### src/design/xcr_pkg.sv
// Package for the XMODEM-CRC packet receiver.
// Holds result kind codes, framing bytes and CRC constants; no dependencies.
`default_nettype none

package xcr_pkg;

	typedef logic [1:0] kind_t;

	localparam kind_t KIND_DATA = 2'd0;
	localparam kind_t KIND_GOOD = 2'd1;
	localparam kind_t KIND_BAD  = 2'd2;
	localparam kind_t KIND_END  = 2'd3;

	localparam logic [7:0]  BYTE_SOH = 8'h01;
	localparam logic [7:0]  BYTE_EOT = 8'h04;
	localparam logic [7:0]  PAIR_OK  = 8'hFF;
	localparam logic [15:0] CRC_POLY = 16'h1021;

endpackage

`default_nettype wire

### src/design/xcr_crc_byte.sv
// One-byte update of CRC-16/XMODEM (MSB first, no reflection).
// Pure XOR logic; depends on xcr_pkg for the polynomial.
`default_nettype none

module xcr_crc_byte
	import xcr_pkg::*;
(
	input  wire logic [15:0] crc_in,
	input  wire logic [7:0]  data,
	output logic      [15:0] crc_out
);

	always_comb begin
		logic [15:0] c;
		c = crc_in ^ {data, 8'h00};
		for (int j = 0; j < 8; j++) begin
			if (c[15]) begin
				c = {c[14:0], 1'b0} ^ CRC_POLY;
			end else begin
				c = {c[14:0], 1'b0};
			end
		end
		crc_out = c;
	end

endmodule

`default_nettype wire

### src/design/xmodem_crc_packet_receiver.sv
// XMODEM-CRC packet receiver: framing, block pair check and streaming CRC.
// Depends on xcr_pkg and xcr_crc_byte.
//
// Usage:
//   Input channel (in_valid/in_ready, rx_byte) takes one serial byte per
//   transfer. Outside a packet, bytes other than SOH and EOT are dropped.
//   Output channel (out_valid/out_ready) carries kind, data_byte,
//   byte_index and block_number. Each payload byte is passed on with its
//   index; after the CRC low byte one good/bad report follows; EOT gives
//   an end-of-transfer report. Header and CRC high bytes give no result.
//   Latency: a result is valid in the cycle after its byte is transferred.
//   Throughput: one byte per cycle when unstalled, set by the single result
//   register; in_ready stays high while that register is empty or being drained.
//   When the output stalls, the result holds and in_ready drops until
//   it is taken. Reset returns the framer to idle with the CRC, counters
//   and block number cleared; no result is pending after reset.
`default_nettype none

module xmodem_crc_packet_receiver
	import xcr_pkg::*;
#(
	parameter int PACKET_BYTES = 128
) (
	input  wire logic       clk,
	input  wire logic       arst_n,
	input  wire logic       in_valid,
	output logic            in_ready,
	input  wire logic [7:0] rx_byte,
	output logic            out_valid,
	input  wire logic       out_ready,
	output logic [1:0]      kind,
	output logic [7:0]      data_byte,
	output logic [6:0]      byte_index,
	output logic [7:0]      block_number
);

	localparam int CW = $clog2(PACKET_BYTES + 1);
	localparam logic [CW-1:0] LAST_COUNT = CW'(PACKET_BYTES);

	localparam logic [2:0] PH_IDLE      = 3'd0;
	localparam logic [2:0] PH_BLOCK     = 3'd1;
	localparam logic [2:0] PH_BLOCK_INV = 3'd2;
	localparam logic [2:0] PH_DATA      = 3'd3;
	localparam logic [2:0] PH_CRC_HI    = 3'd4;
	localparam logic [2:0] PH_CRC_LO    = 3'd5;

	logic [2:0]    phase_q;
	logic [CW-1:0] count_q;
	logic [15:0]   crc_q;
	logic [7:0]    pair_sum_q;
	logic [7:0]    block_q;
	logic [7:0]    crc_hi_q;

	logic          out_valid_q;
	kind_t         kind_q;
	logic [7:0]    data_q;
	logic [6:0]    index_q;
	logic [7:0]    block_out_q;

	logic          take;
	logic [15:0]   crc_next;
	logic [CW-1:0] count_inc;
	logic [CW+6:0] count_ext;
	logic          emit;
	kind_t         emit_kind;
	logic          good;

	assign in_ready  = !out_valid_q || out_ready;
	assign take      = in_valid && in_ready;
	assign count_inc = count_q + CW'(1);
	assign count_ext = {7'd0, count_q};
	assign good      = ({crc_hi_q, rx_byte} == crc_q) && (pair_sum_q == PAIR_OK);

	xcr_crc_byte u_crc (
		.crc_in  (crc_q),
		.data    (rx_byte),
		.crc_out (crc_next)
	);

	always_comb begin
		emit      = 1'b0;
		emit_kind = KIND_DATA;
		case (phase_q)
			PH_DATA: begin
				emit = 1'b1;
			end
			PH_CRC_LO: begin
				emit      = 1'b1;
				emit_kind = good ? KIND_GOOD : KIND_BAD;
			end
			PH_IDLE: begin
				if (rx_byte == BYTE_EOT) begin
					emit      = 1'b1;
					emit_kind = KIND_END;
				end
			end
			default: begin
				emit = 1'b0;
			end
		endcase
	end

	always_ff @(posedge clk or negedge arst_n) begin
		if (!arst_n) begin
			phase_q    <= PH_IDLE;
			count_q    <= '0;
			crc_q      <= '0;
			pair_sum_q <= '0;
			block_q    <= '0;
			crc_hi_q   <= '0;
		end else if (take) begin
			case (phase_q)
				PH_BLOCK: begin
					block_q    <= rx_byte;
					pair_sum_q <= rx_byte;
					phase_q    <= PH_BLOCK_INV;
				end
				PH_BLOCK_INV: begin
					pair_sum_q <= pair_sum_q + rx_byte;
					count_q    <= '0;
					crc_q      <= '0;
					phase_q    <= PH_DATA;
				end
				PH_DATA: begin
					crc_q   <= crc_next;
					count_q <= count_inc;
					if (count_inc == LAST_COUNT) begin
						phase_q <= PH_CRC_HI;
					end
				end
				PH_CRC_HI: begin
					crc_hi_q <= rx_byte;
					phase_q  <= PH_CRC_LO;
				end
				PH_CRC_LO: begin
					phase_q <= PH_IDLE;
				end
				default: begin
					phase_q <= (rx_byte == BYTE_SOH) ? PH_BLOCK : PH_IDLE;
				end
			endcase
		end
	end

	always_ff @(posedge clk or negedge arst_n) begin
		if (!arst_n) begin
			out_valid_q <= 1'b0;
		end else if (take) begin
			out_valid_q <= emit;
		end else if (out_ready) begin
			out_valid_q <= 1'b0;
		end
	end

	always_ff @(posedge clk) begin
		if (take && emit) begin
			kind_q      <= emit_kind;
			data_q      <= (emit_kind == KIND_DATA) ? rx_byte : 8'd0;
			index_q     <= (emit_kind == KIND_DATA) ? count_ext[6:0] : 7'd0;
			block_out_q <= block_q;
		end
	end

	assign out_valid    = out_valid_q;
	assign kind         = kind_q;
	assign data_byte    = data_q;
	assign byte_index   = index_q;
	assign block_number = block_out_q;

`ifndef SYNTHESIS
	a_data_count_range: assert property (@(posedge clk) disable iff (!arst_n)
		phase_q == PH_DATA |-> count_q < LAST_COUNT)
		else $error("payload count out of range");

	a_eot_report: assert property (@(posedge clk) disable iff (!arst_n)
		take && phase_q == PH_IDLE && rx_byte == BYTE_EOT
		|=> out_valid && kind == KIND_END && phase_q == PH_IDLE)
		else $error("EOT not reported");

	a_crc_lo_report: assert property (@(posedge clk) disable iff (!arst_n)
		take && phase_q == PH_CRC_LO
		|=> out_valid && (kind == KIND_GOOD || kind == KIND_BAD) && phase_q == PH_IDLE)
		else $error("packet report missing");

	a_header_silent: assert property (@(posedge clk) disable iff (!arst_n)
		take && (phase_q == PH_BLOCK || phase_q == PH_BLOCK_INV || phase_q == PH_CRC_HI)
		|=> !out_valid)
		else $error("header byte produced a result");
`endif

endmodule

`default_nettype wire
### config.mk
export PLATFORM = sky130hd
export DESIGN_NAME = xmodem_crc_packet_receiver
export DESIGN_NICKNAME = d
export VERILOG_FILES = /design/src/design/xcr_pkg.sv /design/src/design/xcr_crc_byte.sv /design/src/design/xmodem_crc_packet_receiver.sv
export SDC_FILE = /design/constraint.sdc
export NUM_CORES = 1
export LEC_CHECK = 0
export ABC_AREA = 1
export BUFFER_PORTS_ARGS = -buffer_cell sky130_fd_sc_hd__buf_2
export CAP_MARGIN = 20
export CORE_ASPECT_RATIO = 1.75
export CORE_UTILIZATION = 54
export CTS_CLUSTER_SIZE = 28
export DETAILED_ROUTE_END_ITERATION = 12
export GPL_TIMING_DRIVEN = 0
export PLACE_DENSITY = 0.76
export SLEW_MARGIN = 20
export SYNTH_ARGS = -nofsm -noshare
export SYNTH_HDL_FRONTEND = slang
export SYNTH_HIERARCHICAL = 1
export SYNTH_SLANG_ARGS = --single-unit
### constraint.sdc
create_clock -name clk -period 1.87 [get_ports clk]
set_input_delay 0.187 -clock clk [delete_from_list [all_inputs] [get_ports clk]]
set_output_delay 0.187 -clock clk [all_outputs]
set_load 0.05 [all_outputs]
* Yosys cells after proc, flatten, opt, wreduce, memory -nomap -nowiden *
Cells that the tools add are included.

word-level totals
  logic and storage cells = 70
  bits in registers = 77
  output and inout bits = 27
  input bits = 12

cells by class
  equal/unequal tests = 11
  add/sub/neg operators = 2
  bitwise logic cells = 9
  reductions and logical operators = 16
  multiplexer cells = 21

operators with widths
  operator               count
  $mux W13               8
  $pmux W16 S2           1
  $pmux W8 S2            2
  $not A3 Y3             8
  $eq A16 B16 Y1         1
  $eq A8 B8 Y1 const B   2
  $xor A16 B16 Y16       1
  $pmux W3 S5            1
  $reduce_and A2 Y1      5
  $add A8 B1 Y8 const B  1
  $add A8 B8 Y8          1
  $eq A8 B1 Y1 const B   1
  $eq A8 B3 Y1 const B   1
  $eq A3 B2 Y1 const B   2
  $eq A3 B3 Y1 const B   2
  $reduce_bool A2 Y1     3
  $mux W1                4
  $mux W2                2
  $pmux W2 S2            1
  $eq A3 B1 Y1 const B   1
  $logic_and A1 B1 Y1    3
  $logic_not A3 Y1       1
  $mux W3                1
  $logic_not A2 Y1       1
  other kinds (5)        5

* Logic depth before layout (Yosys ltp) *
Gate-level depths: netlist of the first run.

  word-level depth = 18
  mapped depth = 12

* Modules after synthesis *
The synthesis of the first run kept the hierarchy.

modules (own cells, without submodules)
  module                      cells an instance  area an instance (um2)  instances
  xmodem_crc_packet_receiver  423                3839.9                  1
  xcr_crc_byte                115                489.2                   1

* Worst setup path after synthesis of the first run *
OpenSTA, ideal clock, no wires.

  path kind = reg-to-reg
  from = reg out_valid_q, in the netlist out_valid
  to = reg block_out_q[0], in the netlist block_number[0], enable pin
  path slack = -0.670 ns
  clock period less this slack = 2.540 ns
  cell stages (with the launch flop) = 7
  data required time = 1.490 ns
  arrival = 2.160 ns
  cell sequence = dfrtp_1 -> nand2_1 -> nand2_2 -> inv_2 -> buf_2 -> o21ai_0 -> inv_1

on the way
  longest elaborated chain between the ends = 4

ends and longest elaborated chain
  item                    line                               source
  start, declared         xmodem_crc_packet_receiver.sv:54   logic out_valid_q;
  start signal, assigned  xmodem_crc_packet_receiver.sv:149  out_valid_q <= emit;
  $logic_not A1 Y1        xmodem_crc_packet_receiver.sv:68   assign in_ready = !out_valid_q || out_ready;
  $logic_or A1 B1 Y1      xmodem_crc_packet_receiver.sv:68
  via in_ready            xmodem_crc_packet_receiver.sv:27   output logic in_ready,
  $logic_and A1 B1 Y1     xmodem_crc_packet_receiver.sv:69   assign take = in_valid && in_ready;
  $logic_and A1 B1 Y1     xmodem_crc_packet_receiver.sv:156  if (take && emit) begin
  end signal, assigned    xmodem_crc_packet_receiver.sv:160  block_out_q <= block_q;
  end, declared           xmodem_crc_packet_receiver.sv:58   logic [7:0] block_out_q;

The timed path passes the listed nets, and every way through them passes these cells.
A chain may end at the register's enable or synchronous reset.

* Final worst setup path of the first run *
  from = reg pair_sum_q[0]
  to = reg pair_sum_q[6]

on the way
  longest elaborated chain between the ends = 2

ends and longest elaborated chain
  item                    line                               source
  start, declared         xmodem_crc_packet_receiver.sv:50   logic [7:0] pair_sum_q;
  start signal, assigned  xmodem_crc_packet_receiver.sv:115  pair_sum_q <= rx_byte;
  start signal, assigned  xmodem_crc_packet_receiver.sv:119  pair_sum_q <= pair_sum_q + rx_byte;
  $add A8 B8 Y8           xmodem_crc_packet_receiver.sv:119
  $pmux W8 S2             xmodem_crc_packet_receiver.sv:112  case (phase_q)

No other way between the ends.

==> results of run 1 <==
-- metal layers --
| layer | share of wire | up-vias |
|---|---|---|
| li1 | - | 1840 |
| met1 | 0.38 | 1761 |
| met2 | 0.52 | 130 |
| met3 | 0.043 | 37 |
| met4 | 0.054 | 0 |
| met5 | 0 | - |
-- cell usage after synthesis --
master / count / area [um^2]
a21o_1: 1 / 7.510
nand2_1: 179 / 671.9
or2_2: 1 / 6.260
o21ai_1: 3 / 15.01
buf_4: 3 / 22.52
nor2_8: 1 / 20.02
o21ai_0: 23 / 115.1
o22ai_1: 6 / 37.54
nand4_1: 12 / 75.07
o221ai_1: 1 / 8.760
nor2_1: 35 / 131.4
nor3_1: 3 / 15.01
nand3b_1: 2 / 15.01
dfrtp_1: 52 / 1301
ha_1: 8 / 100.1
edfxtp_1: 25 / 750.7
o21bai_1: 2 / 15.01
inv_1: 62 / 232.7
buf_6: 3 / 33.78
inv_2: 8 / 30.03
inv_4: 1 / 6.260
fa_1: 1 / 20.02
a21oi_1: 6 / 30.03
a21oi_4: 1 / 16.27
a31oi_1: 2 / 12.51
o211ai_1: 1 / 7.510
buf_2: 4 / 20.02
xnor2_1: 6 / 52.55
nand2_2: 16 / 100.1
xor2_1: 8 / 70.07
nand3_1: 41 / 205.2
nand3_2: 1 / 10.01
o21ai_2: 15 / 131.4
nor2_2: 2 / 12.51
or2_1: 1 / 6.260
o32ai_1: 1 / 8.760
buf_8: 1 / 15.01
-- final timing paths --
| check | end | start | depth (start not counted) | slack [ps] |
|---|---|---|---|---|
| max in group asynchronous | count_q[0] | arst_n | 2 | 930 |
| hold / removal | out_valid | out_ready | 4 | 170 |
| setup reg to reg | pair_sum_q[6] | pair_sum_q[0] | 9 | 140 |
| hold reg to reg | block_number[3] | block_q[3] | 0 | 450 |
| min in group asynchronous | pair_sum_q[6] | arst_n | 2 | 430 |
| setup / recovery | pair_sum_q[6] | pair_sum_q[0] | 9 | 140 |
-- stage by stage --
stage	instances	util	total power (uW)	setup WS, ps	area [um^2]
6_report	683	0.6491	7445	141.1	4980
3_5_place_dp	664	0.6063	5778	-239.2	4652
3_3_place_gp	664	0.6060	5641	-224.8	4649
5_1_grt	683	0.6491	7986	13.26	4980
2_1_floorplan	538	-	5057	11.70	4349
4_1_cts	681	0.6455	7412	19.57	4952
-- power breakdown --
group | switching [uW] | leakage (uW) | internal (uW) | total, uW
combinational | 2000 | 0.00144 | 1090 | 3090
clock | 706 | 0.000132 | 902 | 1610
sequential | 447 | 0.000905 | 2300 | 2750
total | 3150 | 0.00248 | 4290 | 7440
-- logic make-up (layout without fill, tap and decap cells) --
group                    Yosys count  after routing  share of synthesized area
AND/OR/NAND/NOR                  294            294                     0.2931
buffers and inverters             82            139                    0.08324
flip-flops                        77             77                     0.4740
AO/OA/AOI/OAI                     62             62                    0.09364
XOR/XNOR                          14             14                    0.02832
adder cells (fa/ha/maj)            9              9                    0.02775
-- cell type report --
cell class / instances / area [um^2]
Buffer: 11 / 93.84
Clock buffer: 9 / 225.2
Clock inverter: 7 / 51.30
Fill cell: 635 / 2693
Inverter: 71 / 282.8
Multi-Input combinational cell: 379 / 1946
Sequential cell: 77 / 2054
Tap cell: 88 / 110.1
Timing Repair Buffer: 40 / 210.2
Timing Repair inverter: 1 / 6.256
-- flip-flops by register name, indices dropped and copies added, names as in the netlist --
name          count
block_q           8
count_q           8
data_byte         8
kind              2
block_number      8
out_valid         1
byte_index        7
crc_hi_q          8
crc_q            16
phase_q           3
pair_sum_q        8
-- worst max-delay path: stages (launching register included) --
cell and delay (ps):
dfrtp_1 380, ha_1 190, inv_1 60, fa_1 420, o21ai_2 210, nand2_1 100, a21o_1 160, nand3_1 60
nand2_1 50, nand2_1 50
-- repair_timing --
action,in CTS,in global routing
hold buffers,1,0
setup buffers,0,1
gates cloned,0,1
pin swaps,0,1
endpoints found under the hold margin,52,0
setup endpoints to repair,26,30
resized for setup,3,7
==> run_results.csv, run 1 <==
group,metric,value,unit
logic_synthesis,synth_nets,559,
drt,wl_per_cell,14.99,um
logic_synthesis,syn_avg_cell_area,8.047,um^2
global_route,grt_use_met1,0.2845,
sta,holdWs,171.8,ps
sta,finClkSkew,5.452,ps
drt,drt-pass1-iter-count,5,
sta,timing.fmax,578.4,MHz
clocking,clock_latency,340,ps
sta,grt_setup_unrepaired,"false",
layout,drive_above_1_share,0.2000,
setup_path,crit_fanout,3,
global_route,track_usage,0.2617,
clocking,htreeDepth,3,
logic_synthesis,yosys_warnings,6,
placement,gp_congestion,0.8941,
global_route,antenna_found_initial,0,
placement,io_buffers,38,
sta,hold_viol_final,0,
logic_synthesis,postSynthCellCount,538,
layout,area_delta_synth_final,15.03,%
clocking,cts_buffers,9,
layout,final_nets,611,
die,die_y,120.4,um
die,num_rows,42,
drt,drt_wl_total,10.24,mm
logic_synthesis,synth_seq_cells,77,
logic_synthesis,ys_seq_area_frac,0.4740,
global_route,grt_pass1_wl,17.00,mm
power,ir_worst_vdd,0.0007683,V
global_route,grt.overflow.total,0,
setup_path,end_kind,"flop",
run,maxCapViolCount,0,
clocking,root_buffer,"clkbuf_16",
sta,slew_headroom,0.5407,
drt,final_antenna_net_count,0,
logic_synthesis,syn_area,4329,um^2
sta,post-route-min-period,1729,ps
die,start_util,0.5643,
drt,drc_errors,0,
status,outcome,"finished, final reports clean",
placement,hpwl,7.471,mm
setup_path,crit_type,"reg -> reg",
die,die_area,8393,um^2
die,core-area,7672,um^2
global_route,grtUsageMet3,0.05000,
sta,period_share,0.9246,
clocking,numClockSinks,77,
global_route,grt_pass1_vias,3661,
die,pin_count,39,
setup_path,cp.arrival,2000,ps
layout,antenna_cells,0,
worst_hold_path,hp-class,"in -> reg",
power,p_per_area,1495,nW/um^2
global_route,grt_max_degree,53,
sta,setup_violations,0,
global_route,grt_busiest_layer,"met2",
sta,worst_pin_slew,689.0,ps
drt,via_per_inst,5.517,
drt,vias,3768,
logic_synthesis,yosysUniqueCellTypes,37,
setup_path,start_kind,"flop",
clocking,cts_tree,"done",
global_route,grt_use_met2,0.4709,
sta,tns,0,ps
drt,drtIter0Drc,227,
sta,slew_violations,0,
clocking,clk_path_buf_depth,2,
layout,mostFrequentLayoutCell,"nand2_1",
setup_path,required,2140,ps
die,die_width,69.69,um
power,power.leakage,0.002481,uW
layout,mostFrequentLayoutCells,"nand2_1, inv_1, dfrtp_1, nand3_1, buf_2",
clocking,path_clk_slew,60,ps
No activity file was read; power rests on OpenSTA's default activity.
==> run 2, diff against run 1 <==
- ABC_AREA: 1 -> 0
- CORE_UTILIZATION: 54 -> 53
- PLACE_DENSITY: 0.76 -> 0.75
==> run 2 against run 1 <==
Design area fell by 1.1%; combinational power is 12% lower; flip-flop and latch count unchanged; clock skew increased by 0.92 ps; sequential power fell by 5%; non-clock buffer count rose by 12; setup slack got worse by 140 ps; sequential share of layout area rose by 0.45 points; largest cell class is now multi-input combinational cells; highest routed layer unchanged.
==> run_results.csv, run 2 <==
group,metric,value,unit
logic_synthesis,synth_top_area_cell,"dfrtp_1",
global_route,grt.overflow.total,0,
logic_synthesis,synthTopCellsByCount,"dfrtp_1, nand2_1, edfxtp_1, o21ai_0",
setup_path,cp.arrival,2130,ps
power,p_per_area,1427,nW/um^2
logic_synthesis,synth_enable_flop_cells,25,
setup_path,slowest_delay,360,ps
logic_synthesis,syn_avg_cell_area,11.63,um^2
die,pin_count,39,
status,outcome,"finished, final reports clean",
power,ir_worst_vdd,0.0009060,V
sta,period_share,0.9995,
global_route,grt_max_degree,53,
logic_synthesis,ys_seq_area_frac,0.5084,
drt,drc_errors,0,
power,p_seq_frac,0.372,
placement,gp_congestion,0.8481,
die,die_width,67.97,um
placement,hpwl,5.828,mm
logic_synthesis,synth_nets,368,
setup_path,crit_fanout,2,
clocking,path_clk_slew,60,ps
layout,largest_reg_flops,16,
layout,mostFrequentLayoutCells,"dfrtp_1, buf_2, nand2_1, edfxtp_1, o21ai_0",
setup_path,critPathSlowestCell,"dfrtp_1",
clocking,cts_tree,"done",
sta,grt_setup_unrepaired,"true",
global_route,antenna_found_initial,0,
clocking,root_buffer,"clkbuf_16",
power,switching_share,0.3307,
power,p_sw,2325,uW
die,num_rows,41,
drt,wl_per_cell,18.11,um
run,maxCapViolCount,0,
power,clockPowerShare,0.243,
power,combPwrFrac,0.385,
layout,final_nets,432,
die,die_area,7983,um^2
die,die_y,117.4,um
die,core-area,7284,um^2
setup_path,crit_type,"reg -> reg",
logic_synthesis,synth_seq_cells,77,
drt,drt_wl_total,9.089,mm
placement,io_buffers,38,
drt,via_per_inst,5.853,
clocking,htreeDepth,3,
logic_synthesis,yosysMostFrequentCell,"dfrtp_1",
setup_path,start_kind,"flop",
clocking,numClockSinks,77,
placement,pre_cts_slack,-543.2,ps
logic_synthesis,yosysUniqueCellTypes,54,
layout,top_register,"crc_q",
sta,finClkSkew,6.373,ps
logic_synthesis,yosysTopAreaCellShare,0.3224,
logic_synthesis,synthFlopType,"dfrtp_1",
layout,antenna_cells,0,
sta,slew_violations,0,
drt,drt-pass1-iter-count,4,
sta,worst_slack,0.9808,ps
power,internal_power,4705,uW
clocking,clk_path_buf_depth,2,
logic_synthesis,synthArstFlopShare,0.6753,
sta,slew_headroom,0.5338,
global_route,grt_pass1_wl,14.68,mm
power,power.leakage,0.002180,uW
logic_synthesis,synth_area_leaders,"dfrtp_1, edfxtp_1, a22o_1, xor2_1, nand2_1",
global_route,grt_pass1_vias,2897,
sta,post-route-min-period,1869,ps
sta,timing.fmax,535.0,MHz
layout,mostFrequentLayoutCell,"dfrtp_1",
drt,vias,2938,
layout,drive_above_1_share,0.3005,
setup_path,required,2130,ps
placement,dpl_cell_area,4380,um^2
sta,hold_viol_final,0,
sta,worst_pin_slew,699.3,ps
sta,tns,0,ps
setup_path,end_kind,"flop",
clocking,clock_latency,330,ps
logic_synthesis,yosys_warnings,6,
worst_hold_path,hp-class,"in -> reg",
layout,area_delta_synth_final,22.04,%
setup_path,worstPathCellList,"ha_2 > inv_2 > fa_2 > nor2b_4 > o31a_1 > o21ai_2 > a2111oi_2 > a31oi_1 > nand3_1",
clocking,cts_buffers,9,
sta,holdWs,115.5,ps
logic_synthesis,postSynthCellCount,347,
logic_synthesis,syn_area,4036,um^2
drt,final_antenna_net_count,0,
sta,setup_violations,0,
drt,drtIter0Drc,217,
die,start_util,0.5541,
layout,post-route-cell-area,4926,um^2
global_route,track_usage,0.2516,
[run 2: changes by cell type after synthesis, moves of 8 or more]
cell,delta
a22o_1,+17
inv_1,-55
inv_2,-8
mux2_2,+12
nand2_1,-143
nand2_2,-16
nand3_1,-33
nor2_1,-15
nor2b_1,+20
o21ai_2,-15
xnor2_1,+8
xor2_1,+8
[run 2: worst max-delay path, delay by kind of cell, from the launching register on]
| kind | cells | cell delay [ps] |
|---|---|---|
| compound gates | 4 | 630 |
| simple gates | 2 | 210 |
| buf+inv | 1 | 40 |
| fa+ha+maj | 2 | 560 |
| flops | 1 | 360 |
[run 2: per-stage QoR]
stage	util	std cells	total power, uW
2_1_floorplan	-	347	4579
3_3_place_gp	0.6010	471	4970
3_5_place_dp	0.6013	471	5062
4_1_cts	0.6577	496	6948
5_1_grt	0.6762	502	7419
6_report	0.6762	502	7031
[run 2: kinds of logic after synthesis]
group / share of synthesized area
AND/OR/NAND/NOR: 0.1352
AO/OA/AOI/OAI: 0.1327
flip-flops: 0.5084
XOR/XNOR: 0.1383
buffers and inverters: 0.01984
multiplexers: 0.03596
adder cells (fa/ha/maj): 0.02976
[run 2: cell type report]
| type | count | area [um^2] |
|---|---|---|
| fill | 536 | 2359 |
| tap | 86 | 107.6 |
| clock inverter | 6 | 61.31 |
| buffer | 10 | 60.06 |
| timing repair buffer | 53 | 327.8 |
| clock buffer | 10 | 229.0 |
| inverter | 7 | 26.28 |
| multi-input combinational | 253 | 2059 |
| sequential | 77 | 2054 |
[run 2: repair_timing]
item                                    in CTS  in global routing
pin swaps                                    7                  9
cloned                                       1                  0
gates resized for setup                     14                 25
buffers inserted                             8                  6
endpoints found under the hold margin       52                  0
endpoints found under the setup margin      44                 66
hold buffers                                 1                  0
[run 2: path summary, 6_finish.rpt]
path | startpoint | endpoint | slack (ps) | cells past startpoint
setup / recovery | pair_sum_q[0] | pair_sum_q[6] | 1 | 9
hold / removal | in_valid | out_valid | 120 | 3
setup reg to reg | pair_sum_q[0] | pair_sum_q[6] | 1 | 9
hold reg to reg | block_q[6] | block_number[6] | 450 | 0
max in group asynchronous | arst_n | out_valid | 920 | 2
min in group asynchronous | arst_n | pair_sum_q[5] | 430 | 2
[run 2: power groups by stage]
stage | Sequential (uW) | Clock, uW | Combinational (uW)
6_report | 2610 | 1710 | 2710
5_1_grt | 2670 | 1800 | 2950
4_1_cts | 2590 | 1740 | 2610
3_5_place_dp | 2640 | 0 | 2420
3_3_place_gp | 2610 | 0 | 2360
2_1_floorplan | 2780 | 0 | 1800
[run 2: metal layers]
metal  vias to the layer above  GRT usage  routed length [um]
met5                         -          0                   0
met4                         0     0.1341                 255
met3                        21    0.04086                 455
met2                        94     0.4075                4818
met1                      1434     0.3086                3560
li1                       1389          -                   -
==> run 3, diff against run 2 <==
- CORE_UTILIZATION: 53 -> 55
- CTS_BUF_LIST: unset -> sky130_fd_sc_hd__clkbuf_4
- PLACE_DENSITY: 0.75 -> 0.78
==> run 3 against run 2 <==
The flow now finishes with violations (setup timing); sequential share of layout area increased by 0.96 points; hold slack got worse by 100 ps; setup slack worse by 31 ps; power decreased by 7.1%; cell count rose by 0.60%; wire length rose by 0.42%; die area shrank 3.6%; global-route usage grew 0.53 points; combinational power grew 2%; flip-flop and latch count unchanged; sequential power barely moved; critical path depth is the same; critical path type unchanged; largest power group unchanged; highest routed layer unchanged.
==> run_results.csv, run 3 (synthesized netlist as in run 2, its figures left out) <==
group,metric,value,unit
setup_path,cp.arrival,2300,ps
clocking,cts_tree,"done",
setup_path,worstPathCellList,"ha_2 > inv_2 > fa_2 > nor2b_4 > o31a_1 > o21ai_2 > a2111oi_2 > a31oi_1 > nand3_1",
power,power.leakage,0.002150,uW
power,p_seq_frac,0.399,
power,p_per_area,1357,nW/um^2
drt,drt_wl_total,9.127,mm
global_route,grt_max_degree,53,
setup_path,startpoint,"pair_sum_q[0]",
placement,gp_congestion,0.8592,
sta,worst_slack,-29.56,ps
power,switching_share,0.3500,
setup_path,slowest_delay,390,ps
drt,drt-pass1-iter-count,4,
layout,utilization,0.6752,
sta,slew_violations,0,
global_route,track_usage,0.2568,
die,die_area,7699,um^2
worst_hold_path,hp-class,"in -> reg",
clocking,htreeDepth,3,
layout,num-fill-cells,544,
die,pin_count,39,
sta,timing.fmax,526.4,MHz
layout,top_register,"crc_q",
die,num_rows,41,
clocking,cts_buffers,9,
sta,setup_violations,1,
setup_path,crit_buf_inv,1,
placement,dp_cells,471,
sta,slew_headroom,0.5380,
drt,vias,3006,
drt,final_antenna_net_count,0,
layout,final_cells,505,
layout,final_nets,435,
die,die_y,115.3,um
layout,largest_reg_flops,16,
sta,worst_pin_slew,693.0,ps
setup_path,crit_fanout,3,
sta,finClkSkew,12.42,ps
setup_path,start_kind,"flop",
layout,area_delta_synth_final,19.28,%
placement,io_buffers,38,
sta,hold_viol_final,0,
sta,grt_setup_unrepaired,"true",
setup_path,required,2270,ps
power,internal_power,4248,uW
setup_path,reg2reg_depth,9,
drt,via_per_inst,5.952,
layout,antenna_cells,0,
power,clockPowerShare,0.180,
clocking,root_buffer,"clkbuf_4",
setup_path,crit_type,"reg -> reg",
setup_path,critPathSlowestCell,"dfrtp_1",
drt,drtIter0Drc,295,
status,violations,"setup timing",
placement,dpl_cell_area,4380,um^2
run,maxCapViolCount,0,
global_route,grt_pass1_wl,14.23,mm
die,start_util,0.5661,
clocking,clk_path_buf_depth,2,
die,core-area,7131,um^2
setup_path,crit_cells,9,
placement,hpwl,5.999,mm
drt,drc_errors,0,
clocking,clock_latency,460,ps
layout,mostFrequentLayoutCells,"dfrtp_1, buf_2, nand2_1, edfxtp_1, o21ai_0",
worst_hold_path,worst_hold_startpoint,"out_ready",
power,p_sw,2287,uW
die,die_width,66.76,um
sta,period_share,1.016,
global_route,antenna_found_initial,0,
worst_hold_path,min_path_cells,3,
global_route,grt_pass1_vias,2928,
drt,wl_per_cell,18.07,um
layout,drive_above_1_share,0.3055,
setup_path,crit_family,"compound AO/OA/AOI/OAI gates",
setup_path,rr_startpoint,"pair_sum_q[0]",
status,outcome,"finished, violations left",
layout,mostFrequentLayoutCell,"dfrtp_1",
clocking,numClockSinks,77,
clocking,path_clk_slew,130,ps
sta,post-route-min-period,1900,ps
layout,post-route-cell-area,4815,um^2
power,combPwrFrac,0.422,
power,ir_worst_vdd,0.0008178,V
global_route,grt.overflow.total,0,
setup_path,end_kind,"flop",
-- run 3: cell types whose count changed in the layout (fill, tap and decap cells not counted), sizes merged --
cell         previous run  this run
buf                    56        58
bufinv                  1         2
clkinv                  3         4
clkinvlp                1         0
dlygate4sd3             1         2
inv                     8         7
-- run 3: repair_timing --
action,in CTS,in global routing
endpoints found under the setup margin,36,54
endpoints found under the hold margin,53,0
hold buffers,2,0
gates cloned,1,0
gates resized for setup,15,21
pin swaps,8,12
buffers inserted,12,4
-- run 3: final timing paths --
check,to,slack (ps)
max,pair_sum_q[6],-30
min,out_valid,10
max reg2reg,pair_sum_q[6],-30
min reg2reg,block_number[4],460
max in group asynchronous,count_q[0],1060
min in group asynchronous,block_q[5],300
-- run 3: tightest hold or removal path, stage by stage --
cell,delay (ps)
buf_2,80
nand2b_4,120
o21ai_1,70
-- run 3: power by group through the flow --
stage | Clock (uW) | Combinational [uW] | Sequential (uW)
after floorplan | 0 | 1800 | 2780
after global placement | 0 | 2340 | 2630
after detailed placement | 0 | 2430 | 2660
after CTS | 1180 | 2650 | 2600
after global routing | 1230 | 2980 | 2660
final | 1170 | 2760 | 2600
-- run 3: layout make-up --
cell class | instances | area (um^2) | share of cell area
clock buffers | 10 | 75.07 | 0.01559
repair buffers | 56 | 357.8 | 0.07432
multi-input cells | 253 | 2046 | 0.4249
well taps | 86 | 107.6 | 0.02235
plain buffers | 10 | 60.06 | 0.01247
inverters | 7 | 26.28 | 0.005457
clock inverters | 6 | 87.58 | 0.01819
flip-flops and latches | 77 | 2054 | 0.4267
-- run 3: layer usage --
metal | share of wire | track usage | routed length (um)
met2 | 0.53 | 0.4438 | 4851
met5 | 0 | 0 | 0
met4 | 0.030 | 0.1305 | 278
met1 | 0.39 | 0.2953 | 3556
met3 | 0.048 | 0.04861 | 440
-- run 3: stage by stage --
step / setup TNS [ps] / setup slack (ps) / hold WS [ps] / total power, uW
2_1_floorplan: -2437 / -97.46 / -108.6 / 4579
3_3_place_gp: -12310 / -480.6 / 426.8 / 4968
3_5_place_dp: -14570 / -548.1 / 270.5 / 5084
4_1_cts: -82.19 / -82.19 / 12.49 / 6435
5_1_grt: -221.1 / -111.4 / 26.94 / 6861
6_report: -29.56 / -29.56 / 13.71 / 6535
